[config.mk]
export PLATFORM = sky130hd
export DESIGN_NAME = periodic_task_dispatch_table
export DESIGN_NICKNAME = d
export VERILOG_FILES = /design/src/rtl/ptdt_pkg.sv /design/src/rtl/ptdt_due_unit.sv /design/src/rtl/ptdt_slot_table.sv /design/src/rtl/periodic_task_dispatch_table.sv
export SDC_FILE = /design/constraint.sdc
export NUM_CORES = 1
export LEC_CHECK = 0
export ABC_CLOCK_PERIOD_IN_PS = 9830
export BUFFER_PORTS_ARGS = -buffer_cell sky130_fd_sc_hd__buf_2
export CORE_ASPECT_RATIO = 1.2
export CORE_MARGIN = 2
export CORE_UTILIZATION = 63
export CTS_BUF_LIST = sky130_fd_sc_hd__clkbuf_16
export DETAILED_ROUTE_END_ITERATION = 7
export PLACE_DENSITY = 0.78
export SLEW_MARGIN = 5
export SYNTH_ARGS = -nofsm -noshare
export SYNTH_HDL_FRONTEND = slang
export SYNTH_HIERARCHICAL = 1
export SYNTH_SLANG_ARGS = --single-unit
[constraint.sdc]
create_clock -name clk_i -period 9.83 [get_ports clk_i]
set_input_delay 0.4915 -clock clk_i [delete_from_list [all_inputs] [get_ports clk_i]]
set_output_delay 0.4915 -clock clk_i [all_outputs]
set_load 0.03 [all_outputs]
[src/rtl/ptdt_pkg.sv]
package ptdt_pkg;

  localparam int MAX_TASKS = 8;
  localparam int TIME_BITS = 32;

  localparam int ID_W     = 4;
  localparam int PERIOD_W = 32;
  localparam int START_W  = 32;
  localparam int ACTION_W = 3;
  localparam int KIND_W   = 2;
  localparam int STAT_W   = 2;

  localparam int IDX_W = (MAX_TASKS > 1) ? $clog2(MAX_TASKS) : 1;
  localparam int NF_W  = $clog2(MAX_TASKS + 1);
  localparam int CMP_W = (TIME_BITS > PERIOD_W) ? TIME_BITS : PERIOD_W;

  // stream word widths, padded to whole bytes
  localparam int IN_FIELDS_W  = ID_W + START_W + PERIOD_W + 2;
  localparam int IN_DATA_W    = ((IN_FIELDS_W + 7) / 8) * 8;
  localparam int IN_USER_W    = 8;
  localparam int OUT_FIELDS_W = ID_W + STAT_W;
  localparam int OUT_DATA_W   = ((OUT_FIELDS_W + 7) / 8) * 8;
  localparam int OUT_USER_W   = 8;

  localparam logic [ACTION_W-1:0] ACT_TICK       = 3'd0;
  localparam logic [ACTION_W-1:0] ACT_CREATE     = 3'd1;
  localparam logic [ACTION_W-1:0] ACT_SET_STATUS = 3'd2;
  localparam logic [ACTION_W-1:0] ACT_GET_STATUS = 3'd3;
  localparam logic [ACTION_W-1:0] ACT_SET_TIMERS = 3'd4;
  localparam logic [ACTION_W-1:0] ACT_SCAN       = 3'd5;

  localparam logic [KIND_W-1:0] KIND_ACK      = 2'd0;
  localparam logic [KIND_W-1:0] KIND_CREATED  = 2'd1;
  localparam logic [KIND_W-1:0] KIND_STATUS   = 2'd2;
  localparam logic [KIND_W-1:0] KIND_DISPATCH = 2'd3;

  localparam logic [STAT_W-1:0] STAT_IDLE  = 2'd0;
  localparam logic [STAT_W-1:0] STAT_READY = 2'd1;
  localparam logic [STAT_W-1:0] STAT_UNDEF = 2'd2;

  typedef struct packed {
    logic [IDX_W-1:0]     slot;
    logic                 wr_start;
    logic [TIME_BITS-1:0] start;
    logic                 wr_period;
    logic [PERIOD_W-1:0]  period;
    logic                 wr_ready;
    logic                 ready;
    logic                 wr_periodic;
    logic                 periodic;
  } slot_wr_t;

  typedef struct packed {
    logic                 ready;
    logic                 periodic;
    logic [TIME_BITS-1:0] start;
    logic [PERIOD_W-1:0]  period;
  } slot_rd_t;

endpackage

[src/rtl/ptdt_due_unit.sv]
module ptdt_due_unit (
  input  logic [ptdt_pkg::TIME_BITS-1:0] now_i,
  input  logic [ptdt_pkg::TIME_BITS-1:0] start_i,
  input  logic [ptdt_pkg::PERIOD_W-1:0]  period_i,
  output logic                           due_o
);
  import ptdt_pkg::*;

  logic [TIME_BITS-1:0] elapsed;

  // wraps modulo 2^TIME_BITS
  assign elapsed = now_i - start_i;
  assign due_o   = CMP_W'(elapsed) >= CMP_W'(period_i);

endmodule

[src/rtl/ptdt_slot_table.sv]
module ptdt_slot_table (
  input  logic                  clk_i,
  input  logic                  rst_ni,
  input  logic                  we_i,
  input  ptdt_pkg::slot_wr_t    wr_i,
  input  logic [ptdt_pkg::IDX_W-1:0] rd_slot_i,
  output ptdt_pkg::slot_rd_t    rd_o
);
  import ptdt_pkg::*;

  logic [TIME_BITS-1:0] start_q  [MAX_TASKS];
  logic [PERIOD_W-1:0]  period_q [MAX_TASKS];
  logic [MAX_TASKS-1:0] ready_q;
  logic [MAX_TASKS-1:0] periodic_q;

  always_ff @(posedge clk_i or negedge rst_ni) begin
    if (!rst_ni) begin
      for (int i = 0; i < MAX_TASKS; i++) begin
        start_q[i]  <= '0;
        period_q[i] <= '0;
      end
      ready_q    <= '0;
      periodic_q <= '0;
    end else if (we_i) begin
      if (wr_i.wr_start)    start_q[wr_i.slot]    <= wr_i.start;
      if (wr_i.wr_period)   period_q[wr_i.slot]   <= wr_i.period;
      if (wr_i.wr_ready)    ready_q[wr_i.slot]    <= wr_i.ready;
      if (wr_i.wr_periodic) periodic_q[wr_i.slot] <= wr_i.periodic;
    end
  end

  assign rd_o.ready    = ready_q[rd_slot_i];
  assign rd_o.periodic = periodic_q[rd_slot_i];
  assign rd_o.start    = start_q[rd_slot_i];
  assign rd_o.period   = period_q[rd_slot_i];

endmodule

[src/rtl/periodic_task_dispatch_table.sv]
// Tick, create, set status, get status and set timers: the result register is
// loaded on accept, and a new command is taken once the output is free again.
// Scan: the sequencer runs each slot through the shared due compare, one slot
// per cycle while the output is free, then emits a closing ack with tlast set.
// Asynchronous active-low reset clears the slot table, time and free pointer.
module periodic_task_dispatch_table (
  input  logic                               clk_i,
  input  logic                               rst_ni,
  input  logic                               s_axis_tvalid,
  output logic                               s_axis_tready,
  // task_id[3:0], start_time[35:4], period[67:36], periodic[68], status_in[69]
  input  logic [ptdt_pkg::IN_DATA_W-1:0]     s_axis_tdata,
  // action[2:0]
  input  logic [ptdt_pkg::IN_USER_W-1:0]     s_axis_tuser,
  output logic                               m_axis_tvalid,
  input  logic                               m_axis_tready,
  // task_id_out[3:0], status_out[5:4]
  output logic [ptdt_pkg::OUT_DATA_W-1:0]    m_axis_tdata,
  // kind[1:0]
  output logic [ptdt_pkg::OUT_USER_W-1:0]    m_axis_tuser,
  output logic                               m_axis_tlast
);
  import ptdt_pkg::*;

  localparam logic [1:0] S_IDLE = 2'd0;
  localparam logic [1:0] S_SCAN = 2'd1;
  localparam logic [1:0] S_ACK  = 2'd2;

  logic [1:0]           state_q, state_d;
  logic [IDX_W-1:0]     idx_q, idx_d;
  logic [NF_W-1:0]      nf_q, nf_d;
  logic [TIME_BITS-1:0] time_q, time_d;

  logic                 out_v_q;
  logic [KIND_W-1:0]    out_kind_q;
  logic [ID_W-1:0]      out_id_q;
  logic [STAT_W-1:0]    out_stat_q;
  logic                 out_last_q;

  logic [ACTION_W-1:0]  action;
  logic [ID_W-1:0]      task_id;
  logic [START_W-1:0]   start_time;
  logic [PERIOD_W-1:0]  period;
  logic                 periodic;
  logic                 status_in;

  logic                 accept, out_free, id_ok, full, due;
  logic [IDX_W-1:0]     id_slot, rd_slot;
  logic                 we;
  slot_wr_t             wr;
  slot_rd_t             rd;

  logic                 emit, e_last;
  logic [KIND_W-1:0]    e_kind;
  logic [ID_W-1:0]      e_id;
  logic [STAT_W-1:0]    e_stat;

  assign action     = s_axis_tuser[ACTION_W-1:0];
  assign task_id    = s_axis_tdata[ID_W-1:0];
  assign start_time = s_axis_tdata[ID_W +: START_W];
  assign period     = s_axis_tdata[ID_W+START_W +: PERIOD_W];
  assign periodic   = s_axis_tdata[ID_W+START_W+PERIOD_W];
  assign status_in  = s_axis_tdata[ID_W+START_W+PERIOD_W+1];

  assign out_free      = !out_v_q || m_axis_tready;
  assign s_axis_tready = (state_q == S_IDLE) && out_free;
  assign accept        = s_axis_tvalid && s_axis_tready;

  assign id_ok   = (task_id != '0) && (32'(task_id) <= 32'(MAX_TASKS));
  assign id_slot = IDX_W'(task_id - ID_W'(1));
  assign full    = (nf_q == NF_W'(MAX_TASKS));
  assign rd_slot = (state_q == S_IDLE) ? id_slot : idx_q;

  ptdt_slot_table u_table (
    .clk_i     (clk_i),
    .rst_ni    (rst_ni),
    .we_i      (we),
    .wr_i      (wr),
    .rd_slot_i (rd_slot),
    .rd_o      (rd)
  );

  ptdt_due_unit u_due (
    .now_i    (time_q),
    .start_i  (rd.start),
    .period_i (rd.period),
    .due_o    (due)
  );

  always_comb begin
    state_d = state_q;
    idx_d   = idx_q;
    nf_d    = nf_q;
    time_d  = time_q;
    we      = 1'b0;
    wr      = '0;
    emit    = 1'b0;
    e_kind  = KIND_ACK;
    e_id    = '0;
    e_stat  = STAT_IDLE;
    e_last  = 1'b1;

    case (state_q)
      S_IDLE: begin
        if (accept) begin
          case (action)
            ACT_TICK: begin
              time_d = time_q + TIME_BITS'(1);
              emit   = 1'b1;
            end
            ACT_CREATE: begin
              emit   = 1'b1;
              e_kind = KIND_CREATED;
              if (!full) begin
                we             = 1'b1;
                wr.slot        = nf_q[IDX_W-1:0];
                wr.wr_start    = 1'b1;
                wr.start       = TIME_BITS'(start_time);
                wr.wr_period   = 1'b1;
                wr.period      = period;
                wr.wr_periodic = 1'b1;
                wr.periodic    = periodic;
                nf_d           = nf_q + NF_W'(1);
                e_id           = ID_W'(32'(nf_q) + 32'd1);
              end
            end
            ACT_SET_STATUS: begin
              emit = 1'b1;
              if (id_ok) begin
                we          = 1'b1;
                wr.slot     = id_slot;
                wr.wr_ready = 1'b1;
                wr.ready    = status_in;
                wr.wr_start = status_in;
                wr.start    = time_q;
              end
            end
            ACT_GET_STATUS: begin
              emit   = 1'b1;
              e_kind = KIND_STATUS;
              e_stat = id_ok ? (rd.ready ? STAT_READY : STAT_IDLE) : STAT_UNDEF;
            end
            ACT_SET_TIMERS: begin
              emit = 1'b1;
              if (id_ok) begin
                we           = 1'b1;
                wr.slot      = id_slot;
                wr.wr_start  = (start_time != '0);
                wr.start     = TIME_BITS'(start_time);
                wr.wr_period = (period != '0);
                wr.period    = period;
              end
            end
            ACT_SCAN: begin
              state_d = S_SCAN;
              idx_d   = '0;
            end
            default: begin
              emit = 1'b1;
            end
          endcase
        end
      end
      S_SCAN: begin
        if (out_free) begin
          if (rd.ready && due) begin
            // restamp; one-shot tasks drop back to idle
            we          = 1'b1;
            wr.slot     = idx_q;
            wr.wr_start = 1'b1;
            wr.start    = time_q;
            wr.wr_ready = !rd.periodic;
            wr.ready    = 1'b0;
            emit        = 1'b1;
            e_kind      = KIND_DISPATCH;
            e_id        = ID_W'(32'(idx_q) + 32'd1);
            e_stat      = rd.periodic ? STAT_READY : STAT_IDLE;
            e_last      = 1'b0;
          end
          if (32'(idx_q) == 32'(MAX_TASKS - 1)) begin
            state_d = S_ACK;
          end else begin
            idx_d = idx_q + IDX_W'(1);
          end
        end
      end
      S_ACK: begin
        if (out_free) begin
          emit    = 1'b1;
          state_d = S_IDLE;
        end
      end
      default: begin
        state_d = S_IDLE;
      end
    endcase
  end

  always_ff @(posedge clk_i or negedge rst_ni) begin
    if (!rst_ni) begin
      state_q <= S_IDLE;
      idx_q   <= '0;
      nf_q    <= '0;
      time_q  <= '0;
      out_v_q <= 1'b0;
    end else begin
      state_q <= state_d;
      idx_q   <= idx_d;
      nf_q    <= nf_d;
      time_q  <= time_d;
      if (emit) begin
        out_v_q <= 1'b1;
      end else if (m_axis_tready) begin
        out_v_q <= 1'b0;
      end
    end
  end

  always_ff @(posedge clk_i) begin
    if (emit) begin
      out_kind_q <= e_kind;
      out_id_q   <= e_id;
      out_stat_q <= e_stat;
      out_last_q <= e_last;
    end
  end

  assign m_axis_tvalid = out_v_q;
  assign m_axis_tdata  = OUT_DATA_W'({out_stat_q, out_id_q});
  assign m_axis_tuser  = OUT_USER_W'(out_kind_q);
  assign m_axis_tlast  = out_last_q;

endmodule
# Yosys cells after proc, flatten, opt, wreduce, memory -nomap -nowiden
# Index checks and enable logic that the tools add are counted.
word_totals:
  wordCells: 167
  output_inout_bits: 19
  register_bits: 579
  memories: 0
  inputBits: 84
  ramBits: 0
  latchBits: 0
  mem_bits_ro: 0
classes:
  bitwise_logic: 3
  shifts: 0
  n_mul: 0
  n_eq_ne: 15
  add_sub_neg: 7
  order_cmp: 8
  n_mux: 81
  n_div: 0
  reduce_logical: 26
ops:
  columns: ["operator", "n"]
  rows:
  - ["bitwise mux 256 bit", 2]
  - ["binary-select mux 32 bit (select 3 bit)", 2]
  - ["two-way mux 32 bit", 5]
  - ["two-way mux 69 bit", 2]
  - ["two-way mux 36 bit", 3]
  - ["case mux 36 bit (3 select lines)", 1]
  - ["demux 32 bit (select 3 bit)", 1]
  - ["two-way mux 73 bit", 1]
  - ["case mux 36 bit (2 select lines)", 1]
  - ["case mux 33 bit (2 select lines)", 1]
  - ["nonzero test 32 bit", 2]
  - ["two-way mux 2 bit", 18]
  - ["two-way mux 33 bit", 1]
  - ["adder 32 x 1 -> 32 bit, second input constant", 1]
  - [">= comparator 32 bit", 1]
  - ["subtractor 32 bit", 1]
  - ["two-way mux 4 bit", 5]
  - ["two-way mux 1 bit", 18]
  - ["bitwise mux 8 bit", 2]
  - ["case mux 2 bit (2 select lines)", 4]
  - ["two-way mux 3 bit", 5]
  - ["inequality test 2 bit, second input constant", 5]
  - ["AND reduction 2 bit", 5]
  - ["AND reduction 5 bit", 2]
  - ["other kinds (35)", 51]

# Logic depth before layout (Yosys ltp)
# Gate-level depths: netlist of run 1.
logic_depth:
  word_depth: 18
  mapped_depth: 36

# Modules after synthesis
# The synthesis of run 1 kept the hierarchy.
modules_own_cells:
  columns: ["mod", "area_per_inst_um2", "cells_each", "n_inst"]
  rows:
  - ["ptdt_slot_table", 23669.0, 1392, 1]
  - ["periodic_task_dispatch_table", 3580.9, 369, 1]
  - ["ptdt_due_unit", 2695.1, 388, 1]

# Worst setup path before layout of run 1
# No wires, ideal clock.
synth_path:
  path_type: "input -> register"
  startpoint: "in s_axis_tdata[0] (netlist bit)"
  endpoint: "reg u_table/period_q[10] (netlist bit)"
  t_required_ns: 9.705
  t_arrival_ns: 6.849
  slack_ns: 2.856
  path_buffers: 6
  cell_stages: 34
  cell_sequence: "inv_1 ha_1 xnor2_1 a21oi_1 buf_2 buf_2 buf_1 mux4_2 mux2_2 inv_1 ha_1 a21oi_2 o211ai_1 a221oi_2 o21ai_2 a211oi_2 nor2_1 or3b_1 ha_1 nand4_1 nor4_1 o21ai_0 o211ai_1 a2111oi_0 nand2_1 and4_1 clkbuf_1 nand2_1 o211ai_1 buf_4 nand3_1 nor2_1 buf_2 mux2_2"
synth_lines:
  columns: ["item", "line_no", "rtl"]
  rows:
  - ["start: declaration", "periodic_task_dispatch_table.sv:12", "input logic [ptdt_pkg::IN_DATA_W-1:0] s_axis_tdata,"]
  - ["end signal: indexed assignment", "ptdt_slot_table.sv:26", "if (wr_i.wr_period) period_q[wr_i.slot] <= wr_i.period;"]
  - ["end: declaration", "ptdt_slot_table.sv:12", "logic [PERIOD_W-1:0] period_q [MAX_TASKS];"]

==> results of run 1 <==
## cell families after synthesis
kind of cell	share of synthesized area
compound gates	0.0449
xor+xnor	0.0196
fa+ha+maj	0.0295
buf+inv	0.0359
flops	0.485
mux	0.323
other cells	0.000125
simple gates	0.0613
## final cells by class
class                           count  area share
Clock buffer                       59      0.0448
Clock inverter                     49      0.0131
Inverter                           77     0.00884
Multi-Input combinational cell   1378       0.439
Sequential cell                   579       0.441
Tap cell                          623      0.0236
Timing Repair Buffer              129      0.0295
## per-stage QoR
stage	hold WS (ns)	power [mW]	instances	setup slack, ns
after global placement	0.462	4.16	2786	1.07
after global routing	0.0498	6.63	2894	0.401
after floorplan	0.196	3.72	2156	2.86
after CTS	0.0229	6.40	2894	0.955
after detailed placement	0.471	4.18	2786	0.996
final	-0.0461	6.35	2894	0.792
## per-layer routing
layer  wire length, um  GRT usage
met4              2560      0.115
met1             29600      0.399
met5                 0          0
met2             35500      0.491
met3              3210     0.0367
## placed cells by master, fill, tap and decap left out, types with 17 or more instances in the layout
cell type and instances:
a21o_1 22, a21oi_1 42, a22o_1 40, and2_1 40
buf_12 17, buf_2 86, buf_4 25, clkbuf_16 59
dfrtp_1 570, ha_1 69, inv_1 85, mux2_1 17
mux2_2 579, mux4_2 132, nand2_1 60, nand3_1 31
nand4_1 31, nor2_1 41, nor4_1 20, o21ai_0 24
xnor2_1 47, xor2_1 20
## registers in the layout, indices dropped and copies added (netlist names), 3 cells and up
signal              count
out_id_q                4
nf_q                    4
u_table/start_q       256
u_table/periodic_q      8
u_table/ready_q         8
idx_q                   3
u_table/period_q      256
time_q                 32
## worst max path at each step
stage                     slack [ns]  depth (start not counted)              startpoint                                to
after floorplan                 2.86                         34         s_axis_tdata[0]  u_table/period_q[10]$_DFFE_PN0P_
after global placement          1.07                         28  state_q[0]$_DFFE_PN0P_  u_table/start_q[244]$_DFFE_PN0P_
after detailed placement         1.0                         28  state_q[0]$_DFFE_PN0P_  u_table/start_q[231]$_DFFE_PN0P_
after CTS                       0.96                         28  state_q[0]$_DFFE_PN0P_  u_table/start_q[255]$_DFFE_PN0P_
after global routing            0.40                         30  state_q[0]$_DFFE_PN0P_  u_table/start_q[112]$_DFFE_PN0P_
final                           0.79                         28  state_q[0]$_DFFE_PN0P_  u_table/start_q[230]$_DFFE_PN0P_
## power groups by stage
stage	combinational [mW]	sequential, mW	clock, mW
2_1_floorplan	1.22	2.51	0
3_3_place_gp	1.64	2.51	0
3_5_place_dp	1.66	2.51	0
4_1_cts	1.68	2.47	2.25
5_1_grt	1.81	2.48	2.35
6_report	1.67	2.47	2.21
## worst register-to-register path, delay by kind of cell (launching register included)
kind / cells / cell delay, ns
AO/OA/AOI/OAI: 10 / 2.88
adder cells (fa/ha/maj): 2 / 0.65
buffers and inverters: 3 / 1.01
flip-flops: 1 / 0.53
multiplexers: 3 / 1.24
AND/OR/NAND/NOR: 10 / 2.63
==> metrics.md, run 1 <==
| Metric | Value |
|---|---|
| WL per Instance | `24.5 um` |
| Status | `finished with violations` |
| VDD IR max | `0.197 mV` |
| Sequential fraction of the synthesis area | `0.485` |
| Part of the cycle the worst path needs | `0.919` |
| Final Setup Violations | `0` |
| Critical Path Fanout Max | `32` |
| Most used DFF post-synth | `dfrtp_1` |
| Clk pwr share | `0.348` |
| Initial Utilization | `0.637` |
| Die Height | `243 um` |
| Crit path top cell by count | `nor2_1` |
| Row cnt | `87` |
| Post-Syn Area | `0.0299 mm^2` |
| Avg Cell Area, Syn | `13.9 um^2` |
| Largest net degree at the start of global routing | `193` |
| CP top delay family | `compound AO/OA/AOI/OAI gates` |
| Post-CTS Setup Inserts | `0` |
| Mapped Cells | `2,149` |
| Ant. Diodes | `0` |
| Final Hold Viols | `16` |
| R2r endpoint | `u_table/start_q[230]$_DFFE_PN0P_` |
| FF/Latch Area | `0.0145 mm^2` |
| Design area | `0.0330 mm^2` |
| CTS resizes | `0` |
| Least-Margin Pin Slew | `1.18 ns` |
| Async S/R FF share, synth | `0.984` |
| Top-count cell post-synth | `mux2_2` |
| CP Data Required Time | `10.34 ns` |
| Via density | `6.42` |
| Layout cells sized above 1 | `0.427` |
| Slew Limit Headroom | `0.207` |
| Max-cap viol count | `0` |
| GRT Total Usage | `0.295` |
| Clock Pin Slew Worst Setup and Hold Paths | `0.06 ns` |
| CTS sink count | `579` |
| Layout Nets | `2,377` |
| # fillers | `3,245` |
| Hold-fix buffers at CTS | `0` |
| GRT overflow | `0` |
| Antenna-violating nets left | `0` |
| Core Area | `0.0470 mm^2` |
| Worst Skew | `0.0313 ns` |
| Buffers plus inverters on the worst setup path | `3` |
| Clock tree buffer depth | `3` |
| Final GP Congestion | `0.876` |
| Post-route core utilization | `0.701` |
| Worst path max stage delay | `0.66 ns` |
| Distinct cells, synth | `86` |
| Post-layout min period | `9.04 ns` |
| Placed Area | `0.0311 mm^2` |
| Pwr Density | `193 mW/mm^2` |
| First-pass GRT wire length | `113,000 um` |
| # IOs | `103` |
| Switch Pwr | `1.97 mW` |
| Internal cell power | `4.38 mW` |
| Htree depth | `2` |
| Area contributors post-synth | `dfrtp_1 (48%), mux2_2 (22%), mux4_2 (9.9%)` |
| Worst R2R Path Depth | `28` |
| Synth area leader | `dfrtp_1` |
| CTS tree | `yes` |
| Synthesis-to-layout area growth | `10.1%` |
| Crit. End Element | `flip-flop` |
| Synthesis-stage register bit count | `579` |
| Failing checks | `negative hold slack` |
| Sw Ratio | `0.311` |
| Setup CP Type | `reg -> reg` |
| Fin. max-slew vios | `0` |
| Peak Freq | `111 MHz` |
| CP Data Arrival Time | `9.55 ns` |
| CTS Buf Count | `58` |
| Initial antenna violation count | `0` |
| Reg2Reg Setup Slack | `0.79 ns` |
| Drt pass-1 iters | `5` |
| Clock Latency Late Sink | `0.64 ns` |
| Ys Warns | `6` |
| Synth top area share | `0.476` |
| Iter 0 DRT Violations | `1,454` |
| Sequential power share | `0.389` |
| PortBufs | `87` |
| Logic pwr share | `0.263` |
| CP startpoint kind | `flip-flop` |
| Hold Slack | `-0.0461 ns` |
| Die footprint | `0.0493 mm^2` |
| Post-synth EDFFs | `9` |
| Vias in the first global route | `19,900` |
| RSZ-0062 raised after global routing | `no` |
| Hold Crit Class | `in -> async` |
| Setup TNS | `0 ns` |
| Leakage | `15.9 nW` |
| Die span in x | `203 um` |
| DR vias | `18,600` |
| CP max-delay cell | `a21oi_4` |
| Post-synth top cells | `mux2_2 (579), dfrtp_1 (570), mux4_2 (132), inv_1 (76), ha_1 (69)` |
| Detail Placement HPWL | `45,700 um` |
| Clock root buffer | `clkbuf_16` |
| Area of the multi-input gates | `0.0145 mm^2` |
| Reg2reg start | `state_q[0]$_DFFE_PN0P_` |
| Post-detailed-routing wire length | `70,800 um` |
| Drc violations | `0` |
No activity file was read; power rests on OpenSTA's default activity.
==> run 2: changes to the inputs <==
Settings changed: ABC_CLOCK_PERIOD_IN_PS 9830 to 8900, CORE_MARGIN 2 to 1.5.
Clock period 9.83 ns to 8.9 ns, I/O delays scaled along.
==> metrics.md, run 2 (synthesis results as in run 1) <==
| Metric | Value |
|---|---|
| Clock tree buffer depth | `3` |
| Clock Pin Slew Worst Setup and Hold Paths | `0.06 ns` |
| Hold Slack | `0.308 ns` |
| Pwr Density | `209 mW/mm^2` |
| Initial antenna violation count | `2` |
| Drc violations | `0` |
| Post-layout min period | `8.40 ns` |
| WL per Instance | `24.9 um` |
| CP max-delay cell | `nor3b_1` |
| VDD IR max | `0.253 mV` |
| Detail Placement HPWL | `46,200 um` |
| GRT overflow | `0` |
| Max-cap viol count | `0` |
| Leakage | `15.8 nW` |
| Setup CP Type | `reg -> reg` |
| Part of the cycle the worst path needs | `0.944` |
| Inst Count DP | `2,789` |
| PortBufs | `87` |
| Layout cells sized above 1 | `0.424` |
| Vias in the first global route | `19,900` |
| Post-detailed-routing wire length | `71,900 um` |
| CP Data Arrival Time | `8.91 ns` |
| Largest net degree at the start of global routing | `185` |
| Clock Latency Late Sink | `0.63 ns` |
| Most frequent cells in the layout | `mux2_2 (579), dfrtp_1 (570), mux4_2 (132), inv_1 (89), buf_2 (86)` |
| Layout Nets | `2,380` |
| Met2 WL post-DR | `35,800 um` |
| Hold Crit Class | `in -> reg` |
| RSZ-0062 raised after global routing | `no` |
| Die Height | `242 um` |
| CP Data Required Time | `9.41 ns` |
| Crit. End Element | `flip-flop` |
| # fillers | `3,109` |
| CTS resizes | `0` |
| # IOs | `103` |
| Iter 0 DRT Violations | `1,282` |
| Metal-1 WL | `30,800 um` |
| Final Setup Violations | `0` |
| CTS tree | `yes` |
| Layout Cells excl Fill | `2,892` |
| Die span in x | `202 um` |
| Hold-fix buffers at CTS | `1` |
| Htree depth | `2` |
| Drt pass-1 iters | `5` |
| Leading registers by flop count | `u_table/period_q: 256 flops, u_table/start_q: 256 flops, time_q: 32 flops` |
| Ant. Diodes | `0` |
| Setup TNS | `0 ns` |
| Clock root buffer | `clkbuf_16` |
| Final Hold Viols | `0` |
| Met3 wire len | `3220 um` |
| Via density | `6.52` |
| Peak Freq | `119 MHz` |
| Die footprint | `0.0489 mm^2` |
| R2r endpoint | `u_table/period_q[198]$_DFFE_PN0P_` |
| Post-CTS Setup Inserts | `0` |
| Post-route core utilization | `0.701` |
| Crit path from | `state_q[0]$_DFFE_PN0P_` |
| DR vias | `18,900` |
| Worst R2R Path Depth | `29` |
| Initial Utilization | `0.638` |
| CTS Buf Count | `57` |
| Least-Margin Pin Slew | `1.09 ns` |
| Capture point of the critical path | `u_table/period_q[198]$_DFFE_PN0P_` |
| Final GP Congestion | `0.901` |
| Worst path max stage delay | `0.57 ns` |
| Core Area | `0.0469 mm^2` |
| Top sig layer | `met5` |
| Status | `finished clean` |
| Reg2Reg Setup Slack | `0.50 ns` |
| Worst Skew | `0.0213 ns` |
| Reg2reg start | `state_q[0]$_DFFE_PN0P_` |
| Row cnt | `87` |
| Critical Path Fanout Max | `43` |
| Synthesis-to-layout area growth | `9.87%` |
| Fin. max-slew vios | `0` |
| CP startpoint kind | `flip-flop` |
| First-pass GRT wire length | `114,000 um` |
| Antenna-violating nets left | `0` |
| CTS sink count | `579` |
| Commonest non-fill, non-tap cell in the layout | `mux2_2` |
| GRT Total Usage | `0.302` |
| Slew Limit Headroom | `0.274` |
run 2: cell count changes in the layout (fill, tap and decap cells not counted), sizes merged:
cell and delta:
clkinv -6, inv +6, buf +3, bufinv -3
clkinvlp -1, dlygate4sd3 +1, clkbuf -2
run 2: critical path: cells and delay by family, from the launching register on:
family	cells	cell delay, ns
DFF	1	0.53
adders and majority gates	2	0.62
buffers and inverters	3	0.73
muxes	3	1.19
and+or+nand+nor	13	3.16
AOI/OAI and AO/OA	8	1.94
run 2: how the worst min path moves through the flow:
stage,from,to,slack [ns],cells past startpoint
6_report,m_axis_tready,state_q[0]$_DFFE_PN0P_,0.31,5
3_5_place_dp,u_table/start_q[102]$_DFFE_PN0P_,u_table/start_q[102]$_DFFE_PN0P_,0.47,1
5_1_grt,s_axis_tvalid,m_axis_tvalid$_DFFE_PN0P_,0.35,3
4_1_cts,m_axis_tready,state_q[0]$_DFFE_PN0P_,0.27,5
3_3_place_gp,u_table/start_q[102]$_DFFE_PN0P_,u_table/start_q[102]$_DFFE_PN0P_,0.46,1
2_1_floorplan,rst_ni,idx_q[0]$_DFFE_PN0P_,0.15,0
run 2: final cells by class:
class,count,area (um^2),share of cell area
inverter,77,292,0.00886
sequential,579,14500,0.442
timing repair buffer,133,1060,0.0321
clock buffer,57,1430,0.0434
tap,623,779,0.0237
multi-input combinational,1378,14500,0.440
clock inverter,45,333,0.0101
run 2: per-stage QoR:
| step | instance area (um^2) | setup slack [ns] | total power, mW |
|---|---|---|---|
| global route | 32900 | 0.0430 | 7.16 |
| global placement | 31100 | 0.745 | 4.59 |
| floorplan | 30000 | 1.97 | 4.11 |
| finish | 32900 | 0.496 | 6.88 |
| detailed placement | 31100 | 0.650 | 4.62 |
| CTS | 32900 | 0.598 | 6.93 |
run 2: report_power, final:
part / switching [mW] / internal, mW
clock network: 1.04 / 1.26
logic: 1.08 / 0.763
registers: 0.0543 / 2.68
run 2: layer usage:
layer / track usage / vias up
met4: 0.0937 / 2
met3: 0.0361 / 131
li1: - / 8127
met1: 0.420 / 10100
met2: 0.499 / 532
met5: 0 / -
==> run 3: changes to the inputs <==
==> constraint.sdc (replaced) <==
create_clock -name clk_i -period 8.9 [get_ports clk_i]
set_input_delay 1.78 -clock clk_i [delete_from_list [all_inputs] [get_ports clk_i]]
set_output_delay 1.78 -clock clk_i [all_outputs]
set_load 0.03 [all_outputs]
==> metrics.md, run 3 (synthesis results as in run 1) <==
| Metric | Value |
|---|---|
| Status | `finished clean` |
| Commonest non-fill, non-tap cell in the layout | `mux2_2` |
| CTS Buf Count | `57` |
| Worst slack, placed | `-0.358 ns` |
| Die footprint | `0.0489 mm^2` |
| Logic pwr share | `0.278` |
| CTS sink count | `579` |
| Final Hold Viols | `0` |
| RSZ-0062 raised after global routing | `no` |
| Core Area | `0.0469 mm^2` |
| Most frequent cells in the layout | `mux2_2 (579), dfrtp_1 (570), mux4_2 (132), buf_2 (86), inv_1 (85)` |
| Worst path max stage delay | `0.42 ns` |
| Die span in x | `202 um` |
| Post-CTS Setup Inserts | `0` |
| PortBufs | `87` |
| Hold Crit Class | `reg -> reg` |
| # fillers | `3,053` |
| Ant. Diodes | `0` |
| GRT Total Usage | `0.299` |
| Drc violations | `0` |
| Layout Nets | `2,438` |
| Clk pwr share | `0.330` |
| Final GP Congestion | `0.942` |
| Worst setup margin | `0.227 ns` |
| DR vias | `18,900` |
| Clock root buffer | `clkbuf_16` |
| Worst R2R Path Depth | `30` |
| Hold EP | `u_table/period_q[131]$_DFFE_PN0P_` |
| Inst Count DP | `2,848` |
| Post-route core utilization | `0.714` |
| Crit. End Element | `flip-flop` |
| GRT overflow | `0` |
| Sw Ratio | `0.316` |
| CP Data Arrival Time | `9.18 ns` |
| Crit path top cell by count | `ha_1` |
| First-pass GRT wire length | `114,000 um` |
| R2r endpoint | `u_table/start_q[8]$_DFFE_PN0P_` |
| Placed Area | `0.0317 mm^2` |
| WL per Instance | `24.3 um` |
| Reg2Reg Setup Slack | `0.78 ns` |
| CP startpoint kind | `input port` |
| Layout Cells excl Fill | `2,952` |
| Initial antenna violation count | `0` |
| Setup CP Type | `in -> reg` |
| Drt pass-1 iters | `5` |
| Internal cell power | `4.76 mW` |
| Htree depth | `2` |
| Part of the cycle the worst path needs | `0.974` |
| Leading registers by flop count | `u_table/period_q: 256 flops, u_table/start_q: 256 flops, time_q: 32 flops` |
| Sequential power share | `0.392` |
| Total power | `6.96 mW` |
| Clock tree buffer depth | `3` |
| Layout cells sized above 1 | `0.439` |
| VDD IR max | `0.204 mV` |
| Detail Placement HPWL | `47,500 um` |
| Die Height | `242 um` |
| Via density | `6.41` |
| Fin. max-slew vios | `0` |
| Switch Pwr | `2.20 mW` |
| Leakage | `16.1 nW` |
| Clock Latency Late Sink | `0.64 ns` |
| Hold Path Stages | `1` |
| Antenna-violating nets left | `0` |
| Hold-fix buffers at CTS | `0` |
| Row cnt | `87` |
| Max-cap viol count | `0` |
| CP Data Required Time | `9.41 ns` |
| Slew Limit Headroom | `0.311` |
| Post-layout min period | `8.67 ns` |
| Design area | `0.0335 mm^2` |
| CTS tree | `yes` |
| Final Setup Violations | `0` |
| Setup TNS | `0 ns` |
| Critical Path Fanout Max | `32` |
| Pwr Density | `208 mW/mm^2` |
| Post-detailed-routing wire length | `71,600 um` |
| CP max-delay cell | `nor4_2` |
| Synthesis-to-layout area growth | `11.8%` |
| CTS resizes | `0` |
| Least-Margin Pin Slew | `1.03 ns` |
| Iter 0 DRT Violations | `1,328` |
| Peak Freq | `115 MHz` |
| Reg2reg start | `state_q[0]$_DFFE_PN0P_` |
| Largest net degree at the start of global routing | `183` |
| Worst Skew | `0.0274 ns` |
| # IOs | `103` |
| Hold Path Origin | `u_table/period_q[131]$_DFFE_PN0P_` |
| Hold Slack | `0.485 ns` |
| Clock Pin Slew Worst Setup and Hold Paths | `0.06 ns` |
| Vias in the first global route | `20,200` |
| Initial Utilization | `0.638` |
run 3: cell count changes in the layout (fill, tap and decap cells not counted):
cell,previous run,this run
buf_4,24,72
buf_12,21,32
clkinv_1,12,19
inv_1,89,85
clkinv_2,10,9
clkinv_4,0,1
dlygate4sd3_1,1,0
inv_8,2,1
nor4_1,20,19
nor4_2,0,1
run 3: how the worst max path moves through the flow:
| stage | start | slack, ns | cells after the start | to |
|---|---|---|---|---|
| final | s_axis_tdata[0] | 0.23 | 32 | u_table/start_q[8]$_DFFE_PN0P_ |
| after floorplan | s_axis_tdata[0] | 0.64 | 34 | u_table/period_q[10]$_DFFE_PN0P_ |
| after CTS | s_axis_tdata[0] | 0.28 | 32 | u_table/start_q[1]$_DFFE_PN0P_ |
| after global routing | s_axis_tdata[0] | 0.03 | 32 | u_table/start_q[8]$_DFFE_PN0P_ |
| after detailed placement | s_axis_tdata[0] | -0.36 | 32 | u_table/start_q[1]$_DFFE_PN0P_ |
| after global placement | s_axis_tdata[0] | -0.17 | 32 | u_table/start_q[6]$_DFFE_PN0P_ |
run 3: critical path: cells and delay by family:
family / cells / cell delay [ns]
AO/OA/AOI/OAI: 10 / 2.22
AND/OR/NAND/NOR: 9 / 2.11
multiplexers: 3 / 0.99
adder cells (fa/ha/maj): 3 / 0.85
XOR/XNOR: 1 / 0.20
buffers and inverters: 6 / 0.93
run 3: final cells by class:
cell class / count / area, um^2 / share of cell area
sequential: 579 / 14500 / 0.434
multi-input combinational: 1378 / 14500 / 0.433
timing repair buffer: 191 / 1630 / 0.0486
clock buffer: 57 / 1430 / 0.0426
tap: 623 / 779 / 0.0233
clock inverter: 47 / 337 / 0.0101
inverter: 77 / 292 / 0.00871
run 3: power groups by stage:
stage | Clock (mW) | Combinational (mW) | Sequential [mW]
2_1_floorplan | 0 | 1.34 | 2.77
3_3_place_gp | 0 | 1.90 | 2.77
3_5_place_dp | 0 | 1.93 | 2.77
4_1_cts | 2.34 | 1.94 | 2.73
5_1_grt | 2.44 | 2.08 | 2.73
6_report | 2.29 | 1.94 | 2.73
run 3: routing by layer:
| layer | global-route usage | vias to the layer above | share of wire | routed length [um] |
|---|---|---|---|---|
| met5 | 0 | - | 0 | 0 |
| met4 | 0.0972 | 0 | 0.030 | 2120 |
| met3 | 0.0356 | 119 | 0.048 | 3420 |
| met2 | 0.502 | 580 | 0.50 | 36000 |
| met1 | 0.409 | 9974 | 0.42 | 30100 |
| li1 | - | 8243 | - | - |
